[config.mk]
export PLATFORM = sky130hd
export DESIGN_NAME = strm_accum
export DESIGN_NICKNAME = d
export VERILOG_FILES = /design/src/design/segment_tree_range_max_defines.svh /design/src/design/strm_pkg.sv /design/src/design/strm_accum.sv
export SDC_FILE = /design/constraint.sdc
export NUM_CORES = 1
export LEC_CHECK = 0
export BUFFER_PORTS_ARGS = -buffer_cell sky130_fd_sc_hd__buf_2
export CAP_MARGIN = 20
export CORE_MARGIN = 1
export CORE_UTILIZATION = 46
export CTS_CLUSTER_DIAMETER = 60
export CTS_CLUSTER_SIZE = 24
export DETAILED_ROUTE_END_ITERATION = 12
export GPL_ROUTABILITY_DRIVEN = 0
export PLACE_DENSITY_LB_ADDON = 0.08
export SYNTH_ARGS = -nofsm -noshare
export SYNTH_HDL_FRONTEND = slang
export SYNTH_SLANG_ARGS = --single-unit
[constraint.sdc]
create_clock -name clk_i -period 6.39 [get_ports clk_i]
set_input_delay 0.3195 -clock clk_i [delete_from_list [all_inputs] [get_ports clk_i]]
set_output_delay 0.3195 -clock clk_i [all_outputs]
set_load 0.02 [all_outputs]
[src/design/segment_tree_range_max_defines.svh]
// assertion macros for the segment tree range max block
// used by the top level only; clock and reset names are fixed by the house style
`ifndef SEGMENT_TREE_RANGE_MAX_DEFINES_SVH
`define SEGMENT_TREE_RANGE_MAX_DEFINES_SVH

// concurrent check on clk_i, off while rst_ni is low
`define STRM_ASSERT(lbl, prop, msg) \
  lbl: assert property (@(posedge clk_i) disable iff (!rst_ni) (prop)) else $error(msg);

// same-cycle implication
`define STRM_ASSERT_IMP(lbl, ante, cons, msg) \
  `STRM_ASSERT(lbl, (ante) |-> (cons), msg)

`endif

[src/design/strm_pkg.sv]
// shared types, constants and helpers for the segment tree range max block
// no dependencies
package strm_pkg;

  localparam int LEAVES_DEF = 1024;
  localparam int DATA_W     = 32;
  localparam int ROW_W      = 2 * DATA_W;
  localparam int IDX_W      = 10;
  localparam int OUT_W      = 31;

  localparam logic ACT_UPDATE = 1'b0;
  localparam logic ACT_QUERY  = 1'b1;

  typedef enum logic [5:0] {
    ST_CLR    = 6'b000001,
    ST_IDLE   = 6'b000010,
    ST_UPD_RD = 6'b000100,
    ST_UPD_WR = 6'b001000,
    ST_QRY    = 6'b010000,
    ST_QDRN   = 6'b100000
  } state_e;

  // control from the sequencer to the query accumulator
  typedef struct packed {
    logic clr;
    logic issue;
    logic take_a;
    logic take_b;
  } acc_ctrl_t;

  function automatic logic signed [DATA_W-1:0] smax(
    input logic signed [DATA_W-1:0] a,
    input logic signed [DATA_W-1:0] b
  );
    smax = (a > b) ? a : b;
  endfunction

endpackage

[src/design/strm_accum.sv]
// query accumulator: pairs the two node reads of a level, then folds into the running max
// depends on strm_pkg
module strm_accum (
  input  logic                              clk_i,
  input  logic                              rst_ni,
  input  strm_pkg::acc_ctrl_t               ctrl_i,
  input  logic [strm_pkg::ROW_W-1:0]        rdata_a_i,
  input  logic [strm_pkg::ROW_W-1:0]        rdata_b_i,
  output logic signed [strm_pkg::DATA_W-1:0] acc_o,
  output logic                              busy_o
);

  localparam int DW = strm_pkg::DATA_W;

  logic                 s1_v_q, ta_q, tb_q;
  logic                 s2_v_q;
  logic signed [DW-1:0] pm_q, pm_d;
  logic signed [DW-1:0] acc_q, acc_d;
  logic signed [DW-1:0] node_a, node_b;

  // left cursor is taken only when it is an odd node (upper half), right cursor only when even (lower half)
  always_comb begin
    node_a = ta_q ? rdata_a_i[2*DW-1:DW] : '0;
    node_b = tb_q ? rdata_b_i[DW-1:0] : '0;
    pm_d   = strm_pkg::smax(node_a, node_b);
    acc_d  = acc_q;
    if (ctrl_i.clr) begin
      acc_d = '0;
    end else if (s2_v_q) begin
      acc_d = strm_pkg::smax(acc_q, pm_q);
    end
  end

  always_ff @(posedge clk_i or negedge rst_ni) begin
    if (!rst_ni) begin
      s1_v_q <= 1'b0;
      ta_q   <= 1'b0;
      tb_q   <= 1'b0;
      s2_v_q <= 1'b0;
      acc_q  <= '0;
    end else begin
      s1_v_q <= ctrl_i.issue;
      ta_q   <= ctrl_i.take_a;
      tb_q   <= ctrl_i.take_b;
      s2_v_q <= s1_v_q;
      acc_q  <= acc_d;
    end
  end

  always_ff @(posedge clk_i) begin
    pm_q <= pm_d;
  end

  assign acc_o  = acc_q;
  assign busy_o = s1_v_q | s2_v_q;

endmodule

### Word-level counts from Yosys, hierarchy flattened

Cells that the tools add are included.

| word-level totals | value |
|---|---|
| register bits after elaboration | 68 |
| bits of input ports | 134 |
| output and inout bits | 33 |

| operators by class | value |
|---|---|
| order comparisons | 2 |
| equality and inequality tests | 1 |
| muxes and demuxes | 6 |
| bitwise logic cells | 1 |
| reduce and logical (&&, ||, !) cells | 2 |

Operators with widths:

| cell | count |
|---|---|
| $mux W32 | 6 |
| $gt A32 B32 Y1 | 2 |
| $ne A2 B2 Y1 const B | 1 |
| $reduce_and A2 Y1 | 1 |
| $reduce_bool A2 Y1 | 1 |
| $or A1 B1 Y1 | 1 |

### Logic depth before layout (Yosys ltp)

Gate-level depths: netlist of run 1.

| logic depth | value |
|---|---|
| depth after elaboration | 4 |
| depth in mapped cells | 12 |
| depth with buffers taken out | 10 |

### Worst setup path before layout of run 1

Ideal clock, no wire load.

| path | value |
|---|---|
| kind | register to register |
| from | register tb_q |
| to | register pm_q[10] |
| library setup time | 0.072 ns |
| arrival time | 2.387 ns |
| required time | 6.318 ns |
| setup slack | 3.932 ns |
| stages on the path, launching flop included | 12 |
| buffers on the path | 2 |
| cell sequence | dfrtp_1 clkbuf_1 nand2_1 ha_1 nand4_1 nor4_2 nand2_1 a21oi_1 nor3_2 nor2_4 buf_6 mux2i_1 |

| on the way | value |
|---|---|
| word-level cells in the longest chain between the ends | 3 |

RTL lines:

| element | RTL line | source |
|---|---|---|
| start, declared | strm_accum.sv:15 | `logic s1_v_q, ta_q, tb_q;` |
| start signal, assigned | strm_accum.sv:44 | `tb_q <= ctrl_i.take_b;` |
| $mux W32 * | strm_accum.sv:24 | `node_b = tb_q ? rdata_b_i[DW-1:0] : '0;` |
| $gt A32 B32 Y1 | strm_pkg.sv:35 | `smax = (a > b) ? a : b;` |
| $mux W32 * | strm_pkg.sv:35 |  |
| net pm_d[10] | strm_accum.sv:17 | `logic signed [DW-1:0] pm_q, pm_d;` |
| end signal, assigned | strm_accum.sv:51 | `pm_q <= pm_d;` |
| end, declared | strm_accum.sv:17 |  |

The timed path passes the listed nets; every way through them passes the cells marked *.
A chain may end at the register's enable or synchronous reset.

### Worst setup path in the final report of run 1

| path | value |
|---|---|
| from | register tb_q |
| to | register pm_q[12] |

The elaborated chain is that of the path after synthesis.

==> results of run 1 <==
[worst paths after layout]
check	slack (ps)	to	cells after the start
setup / recovery	2740	pm_q[12]	10
hold / removal	60	acc_o[5]	1
hold reg to reg	380	s2_v_q	0
min in group clk_i	80	ta_q	1
setup reg to reg	2740	pm_q[12]	10
max in group asynchronous	5770	acc_o[29]	1
[kinds of logic (layout without fill, tap and decap cells)]
logic type	after synthesis	after routing	share of synthesized area, %
fa+ha+maj	64	64	18.1
compound gates	51	51	8.02
buf+inv	82	187	8.55
flops	68	68	34.8
mux	64	64	14.5
simple gates	146	146	16.1
[sequential cells by signal, summed over array words and instances (netlist names)]
| signal | count |
|---|---|
| tb_q | 1 |
| s1_v_q | 1 |
| pm_q | 32 |
| ta_q | 1 |
| s2_v_q | 1 |
| acc_o | 32 |
[area by class of cell]
cell class	instances	area, um2
fill	911	4080
multi-input combinational	325	2510
sequential	68	1540
timing repair buffer	104	538
inverter	67	251
tap	129	161
clock buffer	10	149
clock inverter	6	46.3
[per-layer routing]
metal	vias up	routed length, um	track usage [%]
met5	-	0	0
met4	0	125	7.36
li1	1811	-	-
met2	71	4450	33.0
met1	1602	4700	26.0
met3	10	329	2.86
[worst register-to-register path, delay by kind of cell, from the launching register on]
kind	cells	cell delay [ps]
and+or+nand+nor	6	1430
DFF	1	1030
adders and majority gates	1	400
muxes	1	280
buffers and inverters	1	260
AOI/OAI and AO/OA	1	160
[power groups by stage]
stage	clock network (mW)	registers [mW]	logic, mW
after floorplan	0	0.524	0.289
after global placement	0	0.516	0.377
after detailed placement	0	0.518	0.388
after CTS	0.352	0.508	0.390
after global routing	0.367	0.514	0.427
final	0.341	0.508	0.385
[placed cells by master, fill, tap and decap left out, types with 2 or more instances in the layout]
master      count
a221oi_1        2
nand2b_1        2
ha_1           64
clkinv_4        2
a21oi_1        24
a21o_1          9
dfrtp_1        36
nand4_2         2
nor2_1         36
o21ai_1         2
o21ai_0         2
nand4_1        10
buf_2         102
nand2_1        72
clkbuf_8        9
nor3_1          2
nor2b_1         2
clkinvlp_4      2
nand3_1         7
dfxtp_1        32
a21boi_0        2
o31ai_1         3
mux2i_1        64
nor4_1          2
inv_1          67
nand4_4         2
==> flow_metrics.env, run 1 <==
export IMPL_crit_path_start_kind="register"
export IMPL_dpl_cell_area_um2=5000
export IMPL_setup_tns_ps=0
export IMPL_cts_setup_buffers=0
export IMPL_dp_slack_ps=2710
export IMPL_drt_iter0_drc=75
export IMPL_setup_ws_ps=2740
export IMPL_drive_gt1_share_pct=23.1
export IMPL_port_buffers=102
export IMPL_synth_top_cell_area_share_pct=20.3
export IMPL_fin_skew_ps=11.7
export IMPL_crit_chain="nand2_1, ha_1, nand4_1, nor4_2, nand2_1, a21oi_1, nor3_2, nor2_4, buf_12, mux2i_1"
export IMPL_crit_family="simple AND/OR/NAND/NOR gates"
export IMPL_tightest_slew_ps=1040
export IMPL_cp_slowest_cell="dfrtp_1"
export IMPL_vias_per_cell=4.93
export IMPL_synth_cells=475
export IMPL_crit_buf_inv=1
export IMPL_finish_utilization_pct=56.0
export IMPL_p_comb_share_pct=31.2
export IMPL_internal_power_mw=0.804
export IMPL_clockBufferDepth=2
export IMPL_fin_crit_ps=3650
export IMPL_cts_sinks=68
export IMPL_grt_max_degree=37
export IMPL_cts_resized=0
export IMPL_stdcell_count=709
export IMPL_ys_seq_area_share_pct=34.8
export IMPL_hp_class="in2async"
export IMPL_switching_share_pct=34.8
export IMPL_ys_top_cells_by_count="72 x nand2_1, 67 x inv_1, 64 x ha_1, 64 x mux2i_1"
export IMPL_status="completed"
export IMPL_p_switching_mw=0.430
export IMPL_ys_types=41
export IMPL_required_ps=6640
export IMPL_cts_hold_buf=0
export IMPL_synth_area_top_cells="dfrtp_1 20%, ha_1 18%, dfxtp_1 14%"
export IMPL_critPathCaptureType="register"
export IMPL_cts_root_buffer="clkbuf_8"
export IMPL_io_pins=167
export IMPL_drtPass1Iterations=4
export IMPL_rsz0062_at_grt="false"
export IMPL_critPathMaxFanout=32
export IMPL_fmax_mhz=274
export IMPL_hold_violations=0
export IMPL_drv_slew=0
export IMPL_fp_dieW_um=100
export IMPL_n_antenna_cell=0
export IMPL_path_common_cell="nand2_1"
export IMPL_ant_nets=0
export IMPL_synth_top_area_cell="dfrtp_1"
export IMPL_area_delta_synth_final_pct=17.3
export IMPL_synth_area_per_cell_um2=9.33
export IMPL_antenna_found_initial=0
export IMPL_synthesis_area_um2=4430
export IMPL_clk_pin_slew_ps=80
export IMPL_rows=35
export IMPL_tritoncts_num_buffers=9
export IMPL_h_tree_depth=3
export IMPL_grt_use_total_pct=19.8
export IMPL_vias=3494
export IMPL_drv_cap=0
export IMPL_seqPwrFrac_pct=41.1
export IMPL_cts_tree="yes"
export IMPL_start_util_pct=47.7
export IMPL_dp_hpwl_um=7680
export IMPL_power_frac_clock_pct=27.7
export IMPL_p_per_area_nw_per_um2=237
export IMPL_setup_viol=0
export IMPL_dieHeight_um=100
export IMPL_synth_most_common_cell="nand2_1"
export IMPL_r2r_start="tb_q"
export IMPL_async_flop_share_pct=52.9
export IMPL_grt_pass1_wl_um=15100
export IMPL_fin_area_um2=5200
export IMPL_slowest_delay_ps=1030
export IMPL_worst_setup_path_type="reg2reg"
export IMPL_irDropWorstVdd_uv=147
export IMPL_overflow=0
export IMPL_synth_seq_cells=68
export IMPL_slew_headroom_pct=30.7
export IMPL_drt_wl_total_um=9610
export IMPL_yosysWarnings=0
export IMPL_insertion_delay_ps=350
export IMPL_fp_dieArea_um2=10000
export IMPL_p_leak_nw=3.07
export IMPL_synth_enable_flop_cells=0
export IMPL_grt_pass1_vias=3300
export IMPL_power_mw=1.23
export IMPL_wl_per_cell_um=13.6
export IMPL_core_area_um2=9280
export IMPL_whs_ps=63.2
export IMPL_synth_nets=673
export IMPL_crit_start="tb_q"
export IMPL_drc_errors=0
export IMPL_ys_flop_type="dfrtp_1"
export IMPL_fin_crit_sh_pct=57.0
export IMPL_cp_arrival_ps=3890
export IMPL_final_net_count=773
export IMPL_placed_cells=693
No activity file was read; power rests on OpenSTA's default activity.
==> run 2: changes to the inputs <==
--- a/config.mk
+++ b/config.mk
@@ -5,6 +5,7 @@
 export SDC_FILE = /design/constraint.sdc
 export NUM_CORES = 1
 export LEC_CHECK = 0
+export ABC_AREA = 1
 export BUFFER_PORTS_ARGS = -buffer_cell sky130_fd_sc_hd__buf_2
 export CAP_MARGIN = 20
 export CORE_MARGIN = 1
==> constraint.sdc (replaced) <==
create_clock -name clk_i -period 3.49 [get_ports clk_i]
set_input_delay 0.1745 -clock clk_i [delete_from_list [all_inputs] [get_ports clk_i]]
set_output_delay 0.1745 -clock clk_i [all_outputs]
set_load 0.02 [all_outputs]
==> run 2 against run 1 <==
Effect of this change: critical path depth is 5 higher; clock power is 76% higher; sequential share of layout area is 1.9 points lower; cell count is 28% higher; count of clock-buffer cells in the layout is 5 higher; area after synthesis is 8.1% higher; combinational power is 110% higher; flip-flop and latch count stayed put; via count is 27% higher; core utilization is 0.12 points lower.
==> flow_metrics.env, run 2 <==
export IMPL_ys_top_cells_by_count="222 x nand2_1, 112 x inv_1, 69 x nand4_1, 64 x ha_1"
export IMPL_ys_seq_area_share_pct=32.2
export IMPL_finish_utilization_pct=55.9
export IMPL_worst_setup_path_type="reg2reg"
export IMPL_tightest_slew_ps=1040
export IMPL_io_pins=167
export IMPL_setup_viol=0
export IMPL_fin_skew_ps=16.1
export IMPL_final_common_cell="nand2_1"
export IMPL_cts_sinks=68
export IMPL_hold_violations=0
export IMPL_grt_pass1_wl_um=18800
export IMPL_drtPass1Iterations=5
export IMPL_yosysWarnings=0
export IMPL_synth_area_top_cells="dfrtp_1 19%, nand2_1 17%, ha_1 17%"
export IMPL_synth_area_per_cell_um2=7.10
export IMPL_grt_pass1_vias=4085
export IMPL_p_leak_nw=3.53
export IMPL_ant_nets=0
export IMPL_synth_top_cell_area_share_pct=18.8
export IMPL_synth_cells=675
export IMPL_whs_ps=144
export IMPL_drt_iter0_drc=187
export IMPL_cts_setup_buffers=0
export IMPL_ys_flop_type="dfrtp_1"
export IMPL_rows=36
export IMPL_fp_dieW_um=104
export IMPL_insertion_delay_ps=340
export IMPL_n_antenna_cell=0
export IMPL_synth_enable_flop_cells=0
export IMPL_status="completed"
export IMPL_h_tree_depth=3
export IMPL_synth_seq_cells=68
export IMPL_fin_crit_sh_pct=79.3
export IMPL_grt_use_total_pct=21.7
export IMPL_fmax_mhz=361
export IMPL_dieHeight_um=104
export IMPL_hp_class="in2reg"
export IMPL_synthesis_area_um2=4790
export IMPL_cts_root_buffer="clkbuf_8"
export IMPL_overflow=0
export IMPL_cts_resized=0
export IMPL_slew_headroom_pct=30.9
export IMPL_synth_most_common_cell="nand2_1"
export IMPL_synth_nets=873
export IMPL_ys_types=28
export IMPL_setup_tns_ps=0
export IMPL_drv_cap=0
export IMPL_rsz0062_at_grt="false"
export IMPL_critPathCaptureType="register"
export IMPL_antenna_found_initial=0
export IMPL_drv_slew=0
export IMPL_vias=4451
export IMPL_port_buffers=102
export IMPL_irDropWorstVdd_uv=195
export IMPL_dp_hpwl_um=8720
export IMPL_clk_pin_slew_ps=70
export IMPL_area_delta_synth_final_pct=16.1
export IMPL_core_area_um2=9950
export IMPL_start_util_pct=48.1
export IMPL_cp_arrival_ps=2970
export IMPL_cts_tree="yes"
export IMPL_drive_gt1_share_pct=17.3
export IMPL_drc_errors=0
export IMPL_tritoncts_num_buffers=9
export IMPL_cts_hold_buf=4
export IMPL_synth_top_area_cell="dfrtp_1"
export IMPL_power_mw=2.34
export IMPL_p_per_area_nw_per_um2=421
export IMPL_layout_common_cells="222 x nand2_1, 112 x inv_1, 102 x buf_2"
export IMPL_wl_per_cell_um=12.7
export IMPL_critPathMaxFanout=32
export IMPL_drt_wl_total_um=11500
export IMPL_fin_crit_ps=2770
export IMPL_final_net_count=964
export IMPL_fp_dieArea_um2=10800
export IMPL_required_ps=3700
export IMPL_crit_path_start_kind="register"
export IMPL_clockBufferDepth=2
export IMPL_grt_max_degree=65
export IMPL_async_flop_share_pct=52.9
export IMPL_vias_per_cell=4.92
[run 2: area by class of cell]
cell class | instances | area [um2]
Sequential cell | 68 | 1540
Clock buffer | 15 | 178
Timing Repair Buffer | 114 | 611
Fill cell | 996 | 4390
Inverter | 114 | 428
Multi-Input combinational cell | 459 | 2640
Clock inverter | 1 | 5.00
Tap cell | 133 | 166
[run 2: per-stage QoR]
stage | setup slack, ps | instances | area, um2
6_report | 724 | 904 | 5560
5_1_grt | 455 | 904 | 5560
4_1_cts | 718 | 904 | 5560
3_5_place_dp | 727 | 884 | 5340
3_3_place_gp | 746 | 884 | 5340
2_1_floorplan | 1290 | 675 | 4790
[run 2: power by group]
part           switching, mW  internal, mW  total, mW
combinational          0.521         0.275      0.795
sequential            0.0709         0.874      0.945
clock                  0.278         0.321      0.599
total                  0.870          1.47       2.34
[run 2: cell families after synthesis]
logic type	after synthesis	share of synthesized area, %
flip-flops	68	32.2
AND/OR/NAND/NOR	352	33.5
AO/OA/AOI/OAI	43	4.75
adder cells (fa/ha/maj)	64	16.7
buffers and inverters	148	12.8
[run 2: worst max-delay path: stages, from the launching register on]
cell	delay, ps
dfrtp_1	600
buf_4	260
nand2_1	90
ha_1	300
a21oi_1	150
nor2_1	60
nor3_1	170
nand2_1	80
nand2_1	60
nand2_1	60
nand2_1	90
nand2_1	70
nand2_2	100
nand3_4	300
nand2_1	150
nand2_1	90
[run 2: worst paths after layout]
check	start	endpoint	slack, ps	depth (start not counted)
worst max-delay path	tb_q	pm_q[28]	720	15
worst min-delay path	rdata_b_i[8]	pm_q[8]	140	5
worst max register to register	tb_q	pm_q[28]	720	15
worst min register to register	s1_v_q	s2_v_q	400	0
max in group asynchronous	rst_ni	acc_o[25]	2430	2
min in group asynchronous	rst_ni	acc_o[9]	500	2
[run 2: per-layer routing]
| layer | track usage [%] | wire length [um] |
|---|---|---|
| met4 | 7.35 | 60 |
| met2 | 34.4 | 5200 |
| met3 | 2.76 | 491 |
| met5 | 0 | 0 |
| met1 | 30.3 | 5710 |
==> run 3: changes to the inputs <==
--- a/config.mk
+++ b/config.mk
@@ -5,7 +5,7 @@
 export SDC_FILE = /design/constraint.sdc
 export NUM_CORES = 1
 export LEC_CHECK = 0
-export ABC_AREA = 1
+export ABC_AREA = 0
 export BUFFER_PORTS_ARGS = -buffer_cell sky130_fd_sc_hd__buf_2
 export CAP_MARGIN = 20
 export CORE_MARGIN = 1
==> constraint.sdc (replaced) <==
create_clock -name clk_i -period 2.7 [get_ports clk_i]
set_input_delay 0.135 -clock clk_i [delete_from_list [all_inputs] [get_ports clk_i]]
set_output_delay 0.135 -clock clk_i [all_outputs]
set_load 0.02 [all_outputs]
==> run 3 against run 2 <==
Effect of this change: via count down 19%; maximum frequency increased by 3.0%; core utilization up 5.3 points; first-iteration DRC count decreased by 61%; total power rose by 32%; sequential share of layout area fell by 0.59 points.
==> flow_metrics.env, run 3 (synthesis gave the netlist of run 1 again) <==
export IMPL_ff_latch_area_um2=1540
export IMPL_cp_arrival_ps=2950
export IMPL_irDropWorstVdd_uv=234
export IMPL_p_per_area_nw_per_um2=542
export IMPL_busiest_layer="met2"
export IMPL_vias_per_cell=4.95
export IMPL_drv_slew=0
export IMPL_grt_use_total_pct=21.0
export IMPL_hp_start="rdata_a_i[60]"
export IMPL_fin_crit_sh_pct=99.4
export IMPL_antenna_found_initial=0
export IMPL_whs_ps=64.2
export IMPL_area_delta_synth_final_pct=28.2
export IMPL_use_met1_pct=27.4
export IMPL_drc_errors=0
export IMPL_fin_skew_ps=10.7
export IMPL_drv_cap=0
export IMPL_dp_hpwl_um=7940
export IMPL_io_pins=167
export IMPL_crit_path_start_kind="register"
export IMPL_fp_dieW_um=100
export IMPL_setup_viol=0
export IMPL_grt_pass1_wl_um=16100
export IMPL_drive_gt1_share_pct=31.9
export IMPL_insertion_delay_ps=350
export IMPL_critPathCaptureType="register"
export IMPL_hold_violations=0
export IMPL_final_net_count=795
export IMPL_wl_per_cell_um=14.0
export IMPL_fp_dieArea_um2=10000
export IMPL_start_util_pct=47.7
export IMPL_layout_common_cells="102 x buf_2, 65 x nand2_1, 64 x inv_1"
export IMPL_tightest_slew_ps=855
export IMPL_vias=3621
export IMPL_clk_pin_slew_ps=70
export IMPL_clockBufferDepth=2
export IMPL_p_leak_nw=3.18
export IMPL_hold_path_depth=3
export IMPL_grtUsageMet2_pct=34.9
export IMPL_required_ps=2960
export IMPL_worst_setup_path_type="reg2reg"
export IMPL_met3_usage_pct=4.04
export IMPL_setup_tns_ps=0
export IMPL_final_common_cell="buf_2"
export IMPL_drt_wl_total_um=10300
export IMPL_fmax_mhz=372
export IMPL_h_tree_depth=3
export IMPL_port_buffers=102
export IMPL_rows=35
export IMPL_hold_path_endpoint="pm_q[28]"
export IMPL_reg2reg_depth=13
export IMPL_nFillCells=841
export IMPL_status="completed"
export IMPL_grt_pass1_vias=3498
export IMPL_critPathMaxFanout=17
export IMPL_ant_nets=0
export IMPL_multi_input_area_um2=2750
export IMPL_cts_root_buffer="clkbuf_8"
export IMPL_core_area_um2=9280
export IMPL_slew_headroom_pct=43.0
export IMPL_drtPass1Iterations=4
export IMPL_drt_iter0_drc=72
export IMPL_n_antenna_cell=0
export IMPL_r2r_end="pm_q[4]"
export IMPL_cts_sinks=68
export IMPL_r2r_slack_ps=20
export IMPL_overflow=0
export IMPL_r2r_start="ta_q"
export IMPL_grt_max_degree=37
export IMPL_rsz0062_at_grt="true"
export IMPL_dieHeight_um=100
export IMPL_hp_class="in2reg"
export IMPL_fin_crit_ps=2680
export IMPL_cts_tree="yes"
export IMPL_tritoncts_num_buffers=9
==> run 3: worst max-delay path by stage <==
stage | from | end | cells past startpoint
after floorplan | tb_q | pm_q[10] | 11
after global placement | ta_q | pm_q[11] | 12
after detailed placement | ta_q | pm_q[11] | 12
after CTS | ta_q | pm_q[20] | 12
after global routing | ta_q | pm_q[4] | 13
final | ta_q | pm_q[4] | 13
==> run 3: layout make-up <==
| type | instances | share of cell area [%] |
|---|---|---|
| inverters | 67 | 4.42 |
| flip-flops and latches | 68 | 27.1 |
| multi-input cells | 325 | 48.4 |
| repair buffers | 126 | 13.9 |
| well taps | 129 | 2.84 |
| clock buffers | 9 | 2.18 |
| clock inverters | 7 | 1.17 |
==> run 3: metrics by stage <==
stage | utilization, % | std cells | power [mW] | setup WS, ps | area, um2
floorplan | - | 475 | 1.92 | 242 | 4430
global placement | 55.3 | 707 | 2.15 | -60.2 | 5130
detailed placement | 55.3 | 707 | 2.18 | -120 | 5130
CTS | 58.0 | 727 | 3.00 | 2.91 | 5390
global route | 61.2 | 731 | 3.26 | -120 | 5680
finish | 61.2 | 731 | 3.08 | 15.3 | 5680
==> run 3: repair_timing <==
item,in CTS,in global routing
buffers inserted,0,3
hold endpoints to repair,39,0
gates cloned,0,1
pin swaps,3,9
setup endpoints to repair,32,31
hold buffers,4,0
resized for setup,4,50
==> run 3: report_power, final <==
part	internal [mW]	leakage (nW)	switching, mW
Clock	0.421	0.0953	0.395
Sequential	1.11	0.753	0.0729
Combinational	0.495	2.33	0.583
==> run 3: critical path, stage by stage, from the launching register on <==
cell     delay, ps
dfrtp_1        400
buf_12         160
nand2_1         90
inv_2           50
ha_4           260
nand4_1        260
nor4_4         400
nand2_2        110
a21oi_2        130
nor3_2          70
nor2_4         110
buf_12         140
buf_12         140
mux2i_4        280
==> run 3: layer usage <==
metal / wire [um] / share of wire [%]
met5: 0 / 0
met3: 394 / 3.8
met1: 4810 / 47
met4: 147 / 1.4
met2: 4900 / 48
